--- src/wsfr_pkg.sv ---
// shared types and constants for the websocket frame receive / unmask block
// no dependencies; imported by every module of the block
package wsfr_pkg;

	localparam int LEN_W         = 63;
	localparam int QUEUE_DEPTH   = 4;
	localparam logic [LEN_W-1:0] MAX_LEN_RESET = LEN_W'(10485760);

	// result kinds
	localparam logic [1:0] KIND_PAYLOAD = 2'd0;
	localparam logic [1:0] KIND_EMPTY   = 2'd1;
	localparam logic [1:0] KIND_ERROR   = 2'd2;

	// header byte constants
	localparam logic [6:0] LEN7_EXT16 = 7'd126;
	localparam logic [6:0] LEN7_EXT64 = 7'd127;

	// classified item passed from the parser to the output side
	typedef struct packed {
		logic [1:0]       kind;
		logic [7:0]       data;
		logic [7:0]       key;
		logic [3:0]       opcode;
		logic [LEN_W-1:0] length;
		logic             last;
	} tok_t;

	localparam int TOK_W = $bits(tok_t);

endpackage

--- src/wsfr_front.sv ---
// header parser: takes raw stream bytes, tracks frame state and emits tokens
// depends on wsfr_pkg
module wsfr_front
	import wsfr_pkg::*;
(
	input  logic             clk,
	input  logic             arst_n,
	input  logic             cfg_wen,
	input  logic [LEN_W-1:0] cfg_wdata,
	input  logic             byte_valid,
	output logic             byte_ready,
	input  logic [7:0]       in_byte,
	input  logic             tok_ready,
	output logic             tok_valid,
	output tok_t             tok
);

	typedef enum logic [2:0] {
		PH_HDR0,
		PH_HDR1,
		PH_EXTLEN,
		PH_KEY,
		PH_DATA,
		PH_DEAD
	} phase_t;

	phase_t           phase_q;
	logic [3:0]       opcode_q;
	logic             masked_q;
	logic [2:0]       len_cnt_q;
	logic [63:0]      len_q;
	logic [31:0]      key_q;
	logic [1:0]       key_cnt_q;
	logic [63:0]      rem_q;
	logic [1:0]       key_pos_q;
	logic [LEN_W-1:0] max_len_q;

	logic        fire;
	logic [63:0] len_chk;
	logic        over;
	logic        zero;
	logic        hdr_done;
	logic        masked_chk;
	logic [7:0]  key_byte;
	logic        data_last;

	assign byte_ready = tok_ready;
	assign fire       = byte_valid && byte_ready;

	// length that the header check looks at this cycle
	always_comb begin
		len_chk    = len_q;
		masked_chk = masked_q;
		hdr_done   = 1'b0;
		case (phase_q)
			PH_HDR1: begin
				len_chk    = {57'd0, in_byte[6:0]};
				masked_chk = in_byte[7];
				hdr_done   = (in_byte[6:0] < LEN7_EXT16) && !in_byte[7];
			end
			PH_EXTLEN: begin
				len_chk  = {len_q[55:0], in_byte};
				hdr_done = (len_cnt_q == 3'd0) && !masked_q;
			end
			PH_KEY: begin
				hdr_done = (key_cnt_q == 2'd3);
			end
			default: begin
				hdr_done = 1'b0;
			end
		endcase
	end

	assign over = len_chk > {1'b0, max_len_q};
	assign zero = len_chk == 64'd0;

	always_comb begin
		case (key_pos_q)
			2'd0:    key_byte = key_q[31:24];
			2'd1:    key_byte = key_q[23:16];
			2'd2:    key_byte = key_q[15:8];
			default: key_byte = key_q[7:0];
		endcase
	end

	assign data_last = rem_q <= 64'd1;

	always_comb begin
		tok_valid   = 1'b0;
		tok.kind    = KIND_PAYLOAD;
		tok.data    = 8'd0;
		tok.key     = 8'd0;
		tok.opcode  = opcode_q;
		tok.length  = len_chk[LEN_W-1:0];
		tok.last    = 1'b1;
		if (phase_q == PH_DATA) begin
			tok_valid = byte_valid;
			tok.data  = in_byte;
			tok.key   = masked_q ? key_byte : 8'd0;
			tok.last  = data_last;
		end else if (hdr_done && (over || zero)) begin
			tok_valid = byte_valid;
			tok.kind  = over ? KIND_ERROR : KIND_EMPTY;
		end
	end

	always_ff @(posedge clk or negedge arst_n) begin
		if (!arst_n) begin
			phase_q   <= PH_HDR0;
			opcode_q  <= 4'd0;
			masked_q  <= 1'b0;
			len_cnt_q <= 3'd0;
			len_q     <= 64'd0;
			key_q     <= 32'd0;
			key_cnt_q <= 2'd0;
			rem_q     <= 64'd0;
			key_pos_q <= 2'd0;
			max_len_q <= MAX_LEN_RESET;
		end else begin
			if (cfg_wen) begin
				max_len_q <= cfg_wdata;
			end
			if (fire) begin
				case (phase_q)
					PH_HDR0: begin
						opcode_q  <= in_byte[3:0];
						masked_q  <= 1'b0;
						len_q     <= 64'd0;
						key_q     <= 32'd0;
						key_cnt_q <= 2'd0;
						key_pos_q <= 2'd0;
						rem_q     <= 64'd0;
						phase_q   <= PH_HDR1;
					end
					PH_HDR1: begin
						masked_q <= in_byte[7];
						if (in_byte[6:0] < LEN7_EXT16) begin
							len_q <= len_chk;
						end else begin
							len_q     <= 64'd0;
							len_cnt_q <= (in_byte[6:0] == LEN7_EXT64) ? 3'd7 : 3'd1;
							phase_q   <= PH_EXTLEN;
						end
					end
					PH_EXTLEN: begin
						len_q     <= len_chk;
						len_cnt_q <= len_cnt_q - 3'd1;
					end
					PH_KEY: begin
						key_q     <= {key_q[23:0], in_byte};
						key_cnt_q <= key_cnt_q + 2'd1;
					end
					PH_DATA: begin
						key_pos_q <= key_pos_q + 2'd1;
						rem_q     <= rem_q - 64'd1;
						if (data_last) begin
							phase_q <= PH_HDR0;
						end
					end
					default: begin
						phase_q <= PH_DEAD;
					end
				endcase
				// length known and masked: collect the key next
				if (masked_chk && ((phase_q == PH_HDR1 && in_byte[6:0] < LEN7_EXT16) ||
						(phase_q == PH_EXTLEN && len_cnt_q == 3'd0))) begin
					key_cnt_q <= 2'd0;
					key_q     <= 32'd0;
					phase_q   <= PH_KEY;
				end
				if (hdr_done) begin
					if (over) begin
						phase_q <= PH_DEAD;
					end else if (zero) begin
						phase_q <= PH_HDR0;
					end else begin
						rem_q     <= len_chk;
						key_pos_q <= 2'd0;
						phase_q   <= PH_DATA;
					end
				end
			end
		end
	end

endmodule

--- src/wsfr_queue.sv ---
// small register queue between the parser and the output stage
// depends on wsfr_pkg
module wsfr_queue
	import wsfr_pkg::*;
#(
	parameter int DEPTH = QUEUE_DEPTH
) (
	input  logic clk,
	input  logic arst_n,
	input  logic push_valid,
	output logic push_ready,
	input  tok_t push_tok,
	output logic pop_valid,
	input  logic pop_ready,
	output tok_t pop_tok
);

	localparam int PTR_W = (DEPTH > 1) ? $clog2(DEPTH) : 1;
	localparam int CNT_W = $clog2(DEPTH + 1);

	tok_t             ent_q [DEPTH];
	logic [PTR_W-1:0] wr_ptr_q;
	logic [PTR_W-1:0] rd_ptr_q;
	logic [CNT_W-1:0] count_q;

	logic push;
	logic pop;

	assign push_ready = count_q != CNT_W'(DEPTH);
	assign pop_valid  = count_q != '0;
	assign pop_tok    = ent_q[rd_ptr_q];
	assign push       = push_valid && push_ready;
	assign pop        = pop_valid && pop_ready;

	always_ff @(posedge clk) begin
		if (push) begin
			ent_q[wr_ptr_q] <= push_tok;
		end
	end

	always_ff @(posedge clk or negedge arst_n) begin
		if (!arst_n) begin
			wr_ptr_q <= '0;
			rd_ptr_q <= '0;
			count_q  <= '0;
		end else begin
			if (push) begin
				wr_ptr_q <= (wr_ptr_q == PTR_W'(DEPTH - 1)) ? '0 : wr_ptr_q + PTR_W'(1);
			end
			if (pop) begin
				rd_ptr_q <= (rd_ptr_q == PTR_W'(DEPTH - 1)) ? '0 : rd_ptr_q + PTR_W'(1);
			end
			if (push && !pop) begin
				count_q <= count_q + CNT_W'(1);
			end else if (pop && !push) begin
				count_q <= count_q - CNT_W'(1);
			end
		end
	end

endmodule

--- src/wsfr_back.sv ---
// output stage: unmasks payload bytes and holds the result for the master side
// depends on wsfr_pkg
module wsfr_back
	import wsfr_pkg::*;
(
	input  logic        clk,
	input  logic        arst_n,
	input  logic        tok_valid,
	output logic        tok_ready,
	input  tok_t        tok,
	output logic        m_tvalid,
	input  logic        m_tready,
	output logic [79:0] m_tdata,
	output logic [1:0]  m_tuser,
	output logic        m_tlast
);

	logic             valid_q;
	logic [1:0]       kind_q;
	logic [7:0]       data_q;
	logic [3:0]       opcode_q;
	logic [LEN_W-1:0] length_q;
	logic             last_q;

	assign tok_ready = !valid_q || m_tready;

	always_ff @(posedge clk or negedge arst_n) begin
		if (!arst_n) begin
			valid_q <= 1'b0;
		end else if (tok_ready) begin
			valid_q <= tok_valid;
		end
	end

	always_ff @(posedge clk) begin
		if (tok_ready && tok_valid) begin
			kind_q   <= tok.kind;
			data_q   <= tok.data ^ tok.key;
			opcode_q <= tok.opcode;
			length_q <= tok.length;
			last_q   <= tok.last;
		end
	end

	assign m_tvalid = valid_q;
	assign m_tdata  = {5'd0, length_q, opcode_q, data_q};
	assign m_tuser  = kind_q;
	assign m_tlast  = last_q;

endmodule

--- src/websocket_frame_receive_unmask_core.sv ---
// top level of the websocket frame receive / unmask block
// depends on wsfr_pkg, wsfr_front, wsfr_queue, wsfr_back
//
// channel   dir  handshake          contents
// s_axis    in   s_tvalid/s_tready  s_tdata[7:0] in_byte
// m_axis    out  m_tvalid/m_tready  tdata: payload_byte, opcode, frame_length; tuser kind;
//                                   tlast last_of_frame
// cfg       in   cfg_wen            cfg_wdata max_payload_len
//
// one byte per cycle in while s_tready is high; each byte yields zero or one result,
// passed through a DEPTH-entry queue and one output register
// s_tready drops only when the queue is full, i.e. when m_tready has been low
// reset clears parser state and the limit to its default; no clearing pass
module websocket_frame_receive_unmask_core
	import wsfr_pkg::*;
#(
	parameter int DEPTH = QUEUE_DEPTH
) (
	input  logic             clk,
	input  logic             arst_n,
	input  logic             cfg_wen,
	input  logic [LEN_W-1:0] cfg_wdata,
	input  logic             s_tvalid,
	output logic             s_tready,
	input  logic [7:0]       s_tdata,  // in_byte
	output logic             m_tvalid,
	input  logic             m_tready,
	output logic [79:0]      m_tdata,  // payload_byte[7:0], opcode[11:8], frame_length[74:12]
	output logic [1:0]       m_tuser,  // kind
	output logic             m_tlast
);

	logic f_valid;
	logic f_ready;
	tok_t f_tok;
	logic b_valid;
	logic b_ready;
	tok_t b_tok;

	wsfr_front u_front (
		.clk        (clk),
		.arst_n     (arst_n),
		.cfg_wen    (cfg_wen),
		.cfg_wdata  (cfg_wdata),
		.byte_valid (s_tvalid),
		.byte_ready (s_tready),
		.in_byte    (s_tdata),
		.tok_ready  (f_ready),
		.tok_valid  (f_valid),
		.tok        (f_tok)
	);

	wsfr_queue #(
		.DEPTH (DEPTH)
	) u_queue (
		.clk        (clk),
		.arst_n     (arst_n),
		.push_valid (f_valid),
		.push_ready (f_ready),
		.push_tok   (f_tok),
		.pop_valid  (b_valid),
		.pop_ready  (b_ready),
		.pop_tok    (b_tok)
	);

	wsfr_back u_back (
		.clk       (clk),
		.arst_n    (arst_n),
		.tok_valid (b_valid),
		.tok_ready (b_ready),
		.tok       (b_tok),
		.m_tvalid  (m_tvalid),
		.m_tready  (m_tready),
		.m_tdata   (m_tdata),
		.m_tuser   (m_tuser),
		.m_tlast   (m_tlast)
	);

endmodule
--- config.mk ---
export PLATFORM = sky130hd
export DESIGN_NAME = websocket_frame_receive_unmask_core
export DESIGN_NICKNAME = d
export VERILOG_FILES = /design/src/wsfr_pkg.sv /design/src/wsfr_front.sv /design/src/wsfr_queue.sv /design/src/wsfr_back.sv /design/src/websocket_frame_receive_unmask_core.sv
export SDC_FILE = /design/constraint.sdc
export NUM_CORES = 1
export LEC_CHECK = 0
export ABC_CLOCK_PERIOD_IN_PS = 7700
export BUFFER_PORTS_ARGS = -buffer_cell sky130_fd_sc_hd__buf_2
export CAP_MARGIN = 10
export CORE_MARGIN = 1.5
export CORE_UTILIZATION = 57
export CTS_CLUSTER_DIAMETER = 50
export DETAILED_ROUTE_END_ITERATION = 6
export GPL_ROUTABILITY_DRIVEN = 0
export MAX_ROUTING_LAYER = met4
export PLACE_DENSITY = 0.75
export SKIP_CTS_REPAIR_TIMING = 1
export SLEW_MARGIN = 0
export SYNTH_ARGS = -nofsm -noshare
export SYNTH_HDL_FRONTEND = slang
export SYNTH_HIERARCHICAL = 1
export SYNTH_SLANG_ARGS = --single-unit
--- constraint.sdc ---
create_clock -name clk -period 7.7 [get_ports clk]
set_input_delay 0.385 -clock clk [delete_from_list [all_inputs] [get_ports clk]]
set_output_delay 0.385 -clock clk [all_outputs]
set_load 0.1 [all_outputs]
-- Word-level counts from Yosys, hierarchy flattened
Memory sizes are Yosys's and may differ from the RTL's.
Index checks and enable logic that the tools add are counted.
- add/sub/neg operators: 8
- $lt $le $gt $ge: 3
- equality and inequality tests: 15
- mux-type cells: 43
- bitwise logic cells: 1
- reductions and logical operators: 36
- operators with widths (operator ; count):
    64-bit two-way mux ; 4
    64-bit one-hot mux with 2 select lines ; 2
    64-bit one-hot mux with 3 select lines ; 1
    64-bit by 63-bit greater-than comparator with 1-bit output ; 1
    64-bit by 1-bit <= comparator with 1-bit output (second input constant) ; 1
    64-bit logical NOT ; 1
    32-bit one-hot mux with 2 select lines ; 1
    64-bit by 1-bit subtractor with 64-bit output (second input constant) ; 1
    32-bit two-way mux ; 1
    3-bit two-way mux ; 10
    8-bit one-hot mux with 3 select lines ; 1
    2-bit two-way mux ; 9
    16-bit two-way mux ; 1
    3-bit one-hot mux with 4 select lines ; 1
    1-bit logical AND ; 11
    3-bit nonzero test ; 3
    2-bit by 1-bit adder with 2-bit output (second input constant) ; 4
    2-bit equality test (second input constant) ; 4
    8-bit two-way mux ; 1
    2-bit one-hot mux with 2 select lines ; 2
    2-bit AND reduction ; 4
    8-bit XOR ; 1
    7-bit equality test (second input constant) ; 1
    7-bit less-than comparator (second input constant) ; 1
    23 further kinds ; 39
- flip-flop bits (word level): 324
- bits in writable memories: 344
- bits of input ports: 76
- output and inout bits: 85
- word-level logic and storage cells: 126
- memories: 1
- memories (memory ; words ; bits a word ; read ports ; clocked after Yosys merged registers in ; write ports ; line ; RTL):
    u_queue.ent_q ; 4 ; 86 ; 1 ; 0 ; 1 ; wsfr_queue.sv:21 ; tok_t ent_q [DEPTH];

-- Logic depth before layout (Yosys ltp)
Gate-level depths: netlist of the first run.
- depth in word-level cells: 12
- depth in mapped cells: 23

-- By module
The synthesis of the first run kept the hierarchy.
- modules (own cells, without submodules) (module ; instances ; cells each ; area an instance (um2)):
    wsfr_front ; 1 ; 1606 ; 13994.7
    wsfr_queue ; 1 ; 486 ; 12823.5
    wsfr_back ; 1 ; 96 ; 2507.4

-- Worst setup path before layout of the first run
Ideal clock, no wire load.
- path type: flip-flop to flip-flop
- start: register u_front.phase_q[1]
- end: memory u_queue/ent_q[0][0] (netlist name), enable pin
- data arrival time: 4.632 ns
- path slack: 2.663 ns
- cell stages (with the launch flop): 17
- period minus slack after synthesis: 5.037 ns
- path through: dfrtp_1 buf_6 inv_2 clkbuf_1 clkbuf_1 clkbuf_1 o21ai_0 ha_1 nand4_1 nor4_1 nand4_1 a31oi_1 nor2_1 a21oi_1 o21ai_0 a21boi_0 and3_2
- RTL lines (what ; line ; RTL):
    start: declaration ; wsfr_front.sv:27 ; phase_t phase_q;
    start signal: assignment ; wsfr_front.sv:109 ; phase_q <= PH_HDR0;
    start signal: assignment ; wsfr_front.sv:133 ; phase_q <= PH_HDR1;
    start signal: assignment ; wsfr_front.sv:142 ; phase_q <= PH_EXTLEN;
    end: declaration ; wsfr_queue.sv:21 ;

==> results of run 1 <==
cell type report:
cell class                 count  area, µm²
fill                        3507      16800
sequential                   668      18800
clock inverter                36        368
antenna                        1       2.50
tap                          672        841
clock buffer                  96       2040
multi-input combinational   1306       9640
inverter                      88        330
timing repair buffer         244       1610
per-layer routing:
metal	track usage, %	up-vias
met1	40.8	10000
met4	13.2	0
met5	-	-
met2	44.5	1151
met3	7.11	206
li1	-	8713
cell usage in the layout (no fill, tap or decap), drive strengths merged, types with 7 or more instances in the layout:
cell type and instances:
a222oi 8, buf 216, a221o 20, nor3 35
xnor2 7, xor2 12, nand3 36, a21oi 55
o31ai 9, a22oi 39, ha 78, nand4 22
clkinv 21, dlygate4sd3 28, or3 11, inv 95
and2 23, mux4 86, a22o 73, nor3b 11
edfxtp 422, nor4 46, a221oi 24, clkbuf 96
dfrtp 244, or4 8, o2111ai 10, mux2 14
nand2 272, o21ai 204, nor2 85, or2 9
a21o 8, and3 21, nand2b 8
critical path: cells and delay by family (launching register included):
| kind | cells | cell delay (ns) |
|---|---|---|
| and+or+nand+nor | 7 | 1.90 |
| AOI/OAI and AO/OA | 6 | 2.89 |
| DFF | 1 | 0.57 |
| xor gates and xnor gates | 2 | 0.33 |
| adders and majority gates | 3 | 0.89 |
| buffers and inverters | 1 | 0.07 |
power by group through the flow:
stage / registers [mW] / clock network, mW / logic, mW
floorplan: 6.17 / 0 / 2.04
global placement: 4.96 / 0 / 4.22
global route: 4.99 / 3.68 / 4.54
detailed placement: 4.98 / 0 / 4.28
finish: 4.92 / 3.49 / 4.35
CTS: 4.92 / 3.53 / 4.29
path summary, 6_finish.rpt:
check | from | to | slack, ns | cells after the start
max | u_front/phase_q[1]$_DFFE_PN0P_ | u_queue/count_q[2]$_DFFE_PN0P_ | 0.94 | 19
min | cfg_wdata[40] | u_front/max_len_q[40]$_DFFE_PN0P_ | -0.03 | 3
max reg2reg | u_front/phase_q[1]$_DFFE_PN0P_ | u_queue/count_q[2]$_DFFE_PN0P_ | 0.94 | 19
min reg2reg | u_front/key_q[27]$_DFFE_PN0P_ | u_front/key_q[27]$_DFFE_PN0P_ | 0.47 | 2
max in group asynchronous | arst_n | u_front/phase_q[0]$_DFFE_PN0P_ | 5.97 | 3
min in group asynchronous | arst_n | u_front/max_len_q[54]$_DFFE_PN0P_ | 0.42 | 2
flip-flops by register name, indices dropped and copies added, names as in the netlist, 8 cells and up:
register,cells
u_back/data_q,8
u_front/rem_q,64
u_front/key_q,32
u_queue/ent_q,344
u_front/len_q,64
u_front/max_len_q,63
u_back/length_q,63
per-stage QoR:
step / power, mW / instance area (µm²) / util [%] / setup slack (ns) / hold WS (ns)
final: 12.8 / 33700 / 66.7 / 0.944 / -0.0277
after global routing: 13.2 / 33700 / 66.7 / 0.636 / 0.000568
after CTS: 12.7 / 33400 / 66.1 / 1.08 / -0.145
after detailed placement: 9.26 / 31000 / 61.3 / 1.18 / 0.462
after global placement: 9.17 / 31000 / 61.3 / 1.49 / 0.449
after floorplan: 8.22 / 29300 / - / 2.66 / 0.0894
cell families (layout without fill, tap and decap cells):
group	Yosys count	in the layout	synth area share (%)
other	1	6	0.0128
multiplexers	103	103	7.27
adder cells (fa/ha/maj)	79	79	3.40
AND/OR/NAND/NOR	600	600	9.84
XOR/XNOR	19	19	0.567
flip-flops	668	668	64.2
AO/OA/AOI/OAI	500	500	11.5
buffers and inverters	218	464	3.21
==> impl_metrics.ini, run 1 <==
[logic_synthesis]
yosysTopAreaCellShare_pct = 43.2
syn-mean-instance-area_um2 = 13.4
synth-edff-count = 422
yosys-top-cells-area = sky130_fd_sc_hd__edfxtp_1 43%, sky130_fd_sc_hd__dfrtp_1 21%, sky130_fd_sc_hd__mux4_2 6.6%
synth_ff_type = sky130_fd_sc_hd__edfxtp_1
synthMostInstantiatedCell = sky130_fd_sc_hd__edfxtp_1
yosysSeqAreaShare_pct = 64.2
yosysTopAreaCell = sky130_fd_sc_hd__edfxtp_1
synth_seq_cells = 668
syn-instance-count = 2188
yosys-top-cells-count = 422 x sky130_fd_sc_hd__edfxtp_1, 272 x sky130_fd_sc_hd__nand2_1, 244 x sky130_fd_sc_hd__dfrtp_1
yosysWarningCount = 6
synthArstFlopShare_pct = 36.8
synth.cell_area_mm2 = 0.0293
synthDistinctLibCells = 82

[floorplan]
core_area_mm2 = 0.0505
start_util_pct = 58.1
die-width_um = 230
die_h_um = 230
num_io_pins = 161
placementRows = 82
fp.dieArea_mm2 = 0.0528

[place]
dp_hpwl_um = 49500
numPlacedInstances = 2949
placement.io_buffers = 155

[routing]
dr_vias = 20100
drt_iter0_drc = 2636
vias_per_cell = 6.47
drt_first_pass_iters = 6
antenna_left = 0
dr.max_layer_used = met4
m1WireLength_um = 30500
wl_met2_um = 36000
drt-wirelength-per-cell_um = 24.8
detailroute.wirelength.met3_um = 7600
drc = 0
wl_um = 77200

[setup_path]
worst_path_largest_cell_delay_ns = 0.98
worstPathMaxFanout = 44
crit_path_kind = reg -> reg
setup.worst_path.end_class = flip-flop
cp_slowest_cell = sky130_fd_sc_hd__o21bai_4
worstPathArrival_ns = 7.30
critical_path.cell_chain = o21bai_4, nand2_1, o21ai_0, ha_1, nand4_1, nor4_1, nand4_1, a31oi_1, nor2_1, a21oi_1, o21ai_0, a21boi_0, and2_4, ha_1, inv_1, fa_1, xor2_1, nor2_1, xor2_1
critical_path.startpoint_type = flip-flop
crit_required_ns = 8.24

[grt]
global_route.usage.total_pct = 30.3
grt_max_degree = 142
first_pass_grt_wire_length_um = 118000
antenna_found_initial = 1
grt_overflow_total = 0
grt_pass1_vias = 19700

[clock_network]
clk_root_buffer_cell = sky130_fd_sc_hd__clkbuf_16
cts_max_level = 3
clock_insertion_delay_worst_skew_ns = 0.64
cts.sinks = 668
cts_max_path_buffers = 3
cts.reportedPaths.clkPinSlew_ns = 0.07
numCtsBuffers = 71
tritoncts = built

[power]
power.leakage_nw = 13.4
comb_pwr_share_pct = 34.1
flop_pwr_share_pct = 38.6
intPower_mw = 7.65
power_density_mw_per_mm2 = 379
p_clk_share_pct = 27.3
sw_frac_of_total_pct = 40.1
vdd_ir_drop_max_mv = 0.282
total_switching_power_mw = 5.12

[layout]
fraction_of_final_layout_cells_sized_beyond_drive_strength_1_pct = 19.3
fin_nets = 2534
instances_no_fill = 3111
syn_to_final_growth_pct = 14.8

[sta]
timing_worst_slew_pin_value_ns = 1.26
setup-tns-final_ns = 0
hold-worst-slack_ns = -0.0277
timing.final.crit_share_pct = 87.7
timing_hold_violations_final = 14
slew-limit-headroom_pct = 14.8
report.final.setup_viol = 0
top_achievable_clock_speed_ghz = 0.148
final.setup_skew_ns = 0.0351
rsz0062_at_grt = no
final.min_clock_period_ns = 6.76
finalMaxSlewViolations = 0

[run_status]
failing_checks = negative hold slack
outcome = complete, but fails checks

[min_path]
min_path_type = in -> reg

[run]
max_cap_viol_count = 0
Power figures use the tool's default switching activity.
==> run 2: changes to the inputs <==
--- a/config.mk
+++ b/config.mk
@@ -16,3 +16,3 @@
 export MAX_ROUTING_LAYER = met4
-export PLACE_DENSITY = 0.75
+export PLACE_DENSITY_LB_ADDON = 0.3
 export SKIP_CTS_REPAIR_TIMING = 1
--- a/constraint.sdc
+++ b/constraint.sdc
@@ -3,2 +3,2 @@
 set_output_delay 0.385 -clock clk [all_outputs]
-set_load 0.1 [all_outputs]
+set_load 0.05 [all_outputs]
==> impl_metrics.ini, run 2 (synthesis gave the netlist of run 1 again) <==
[clock_network]
cts.reportedPaths.clkPinSlew_ns = 0.06
clock_insertion_delay_worst_skew_ns = 0.61
clk_root_buffer_cell = sky130_fd_sc_hd__clkbuf_16
tritoncts = built
cts_max_level = 3
cts_max_path_buffers = 3
cts.sinks = 668
numCtsBuffers = 71

[layout]
reg.largest.list = u_queue/ent_q: 344 flops, u_front/len_q: 64 flops, u_front/rem_q: 64 flops
postLayoutCellArea_mm2 = 0.0333
instances_no_fill = 3085
layout.filler_cells = 3638
syn_to_final_growth_pct = 13.4
fraction_of_final_layout_cells_sized_beyond_drive_strength_1_pct = 19.1
top_reg_by_flops = u_queue/ent_q
fin_nets = 2513
commonest_cells_after_routing_fill_and_taps_aside = 422 x sky130_fd_sc_hd__edfxtp_1, 271 x sky130_fd_sc_hd__nand2_1, 241 x sky130_fd_sc_hd__dfrtp_1, 156 x sky130_fd_sc_hd__o21ai_0, 153 x sky130_fd_sc_hd__buf_2
final_common_cell = sky130_fd_sc_hd__edfxtp_1
antenna-diode-count = 0
largest_register_ffs = 344

[grt]
grt_pass1_vias = 19500
grt_max_degree = 175
antenna_found_initial = 1
first_pass_grt_wire_length_um = 117000
grt_overflow_total = 0
global_route.usage.total_pct = 30.2

[setup_path]
crit_required_ns = 7.97
worstPathArrival_ns = 6.94
crit_path_kind = reg -> reg
critical_path.startpoint_type = flip-flop
setup.worst_path.end_class = flip-flop
worstPathMaxFanout = 34

[run]
max_cap_viol_count = 0

[sta]
final.min_clock_period_ns = 6.67
timing_hold_violations_final = 5
rsz0062_at_grt = no
top_achievable_clock_speed_ghz = 0.150
finalMaxSlewViolations = 0
slew-limit-headroom_pct = 26.8
setup-tns-final_ns = 0
report.final.setup_viol = 0
timing_worst_slew_pin_value_ns = 1.10
timing.final.crit_share_pct = 86.6
final.setup_skew_ns = 0.0299
hold-worst-slack_ns = -0.00366

[place]
numPlacedInstances = 2955
placement.io_buffers = 155
dpl_cell_area_mm2 = 0.0310
dp_hpwl_um = 50200

[routing]
drt_iter0_drc = 2709
wl_um = 76700
dr_vias = 20100
antenna_left = 0
vias_per_cell = 6.51
drc = 5
drt_first_pass_iters = 7
drt-wirelength-per-cell_um = 24.9

[power]
total_power_mw = 11.8
vdd_ir_drop_max_mv = 0.192
power_density_mw_per_mm2 = 355
power.leakage_nw = 13.2

[floorplan]
die-width_um = 230
die_h_um = 230
fp.dieArea_mm2 = 0.0528
placementRows = 82
num_io_pins = 161
start_util_pct = 58.1
core_area_mm2 = 0.0505

[run_status]
failing_checks = design-rule violations, negative hold slack
outcome = complete, but fails checks

[min_path]
min_path_type = in -> reg
run 2: cell count changes in the layout (fill, tap and decap cells not counted), sizes merged, moves of 3 or more:
| cell | before | now |
|---|---|---|
| inv | 95 | 91 |
| dlygate4sd3 | 28 | 1 |
| clkinvlp | 3 | 6 |
| buf | 216 | 222 |
| clkinv | 21 | 18 |
run 2: layer usage:
metal  vias up  wire length [µm]  GRT usage [%]  share of wire [%]
met2      1195             36200           45.7                 47
met1      9982             29500           40.4                 38
met4         0              3290           13.2                4.3
li1       8679                 -              -                  -
met5         -                 0              -                  0
met3       227              7760           5.62                 10
run 2: path summary, 6_finish.rpt:
check	endpoint	from	slack, ns	cells past startpoint
worst max-delay path	u_queue/ent_q[2][16]$_DFFE_PP_	u_front/phase_q[2]$_DFFE_PN0P_	1.03	15
worst min-delay path	u_front/max_len_q[42]$_DFFE_PN0P_	cfg_wdata[42]	-0.004	3
worst max register to register	u_queue/ent_q[2][16]$_DFFE_PP_	u_front/phase_q[2]$_DFFE_PN0P_	1.03	15
worst min register to register	u_front/key_q[29]$_DFFE_PN0P_	u_front/key_q[29]$_DFFE_PN0P_	0.47	2
max in group asynchronous	u_front/phase_q[0]$_DFFE_PN0P_	arst_n	5.89	3
min in group asynchronous	u_front/max_len_q[32]$_DFFE_PN0P_	arst_n	0.33	2
run 2: final cells by class:
cell class | count | area, µm² | share of cell area, %
flip-flops and latches | 668 | 18800 | 56.6
multi-input cells | 1306 | 9640 | 29.0
clock buffers | 97 | 1950 | 5.86
repair buffers | 223 | 1370 | 4.11
well taps | 672 | 841 | 2.53
inverters | 88 | 330 | 0.993
clock inverters | 31 | 298 | 0.895
run 2: critical path, cell delays in order, from the launching register on:
cell,delay [ns]
sky130_fd_sc_hd__dfrtp_1,0.38
sky130_fd_sc_hd__buf_4,0.22
sky130_fd_sc_hd__nor2_2,0.55
sky130_fd_sc_hd__a22oi_1,0.18
sky130_fd_sc_hd__o21ai_0,0.75
sky130_fd_sc_hd__ha_1,0.30
sky130_fd_sc_hd__nand4_1,0.15
sky130_fd_sc_hd__nor4_1,0.85
sky130_fd_sc_hd__nand4_1,0.26
sky130_fd_sc_hd__a31oi_1,0.32
sky130_fd_sc_hd__nor2_1,0.08
sky130_fd_sc_hd__a21oi_1,0.42
sky130_fd_sc_hd__o21ai_0,0.18
sky130_fd_sc_hd__a21boi_0,0.58
sky130_fd_sc_hd__and3_4,0.71
sky130_fd_sc_hd__buf_4,0.37
run 2: metrics by stage:
stage	utilization, %	worst slack (ns)	hold WS (ns)
global route	65.9	0.703	0.00311
floorplan	-	2.66	0.0894
detailed placement	61.4	1.35	0.386
finish	65.9	1.03	-0.00366
CTS	65.9	1.27	-0.246
global placement	61.4	1.61	0.384
run 2: report_power, final:
| group | switching (mW) | internal (mW) | total, mW |
|---|---|---|---|
| Sequential | 0.408 | 4.48 | 4.89 |
| Combinational | 2.52 | 1.11 | 3.63 |
| Clock | 1.38 | 1.92 | 3.30 |
| Total | 4.30 | 7.51 | 11.8 |
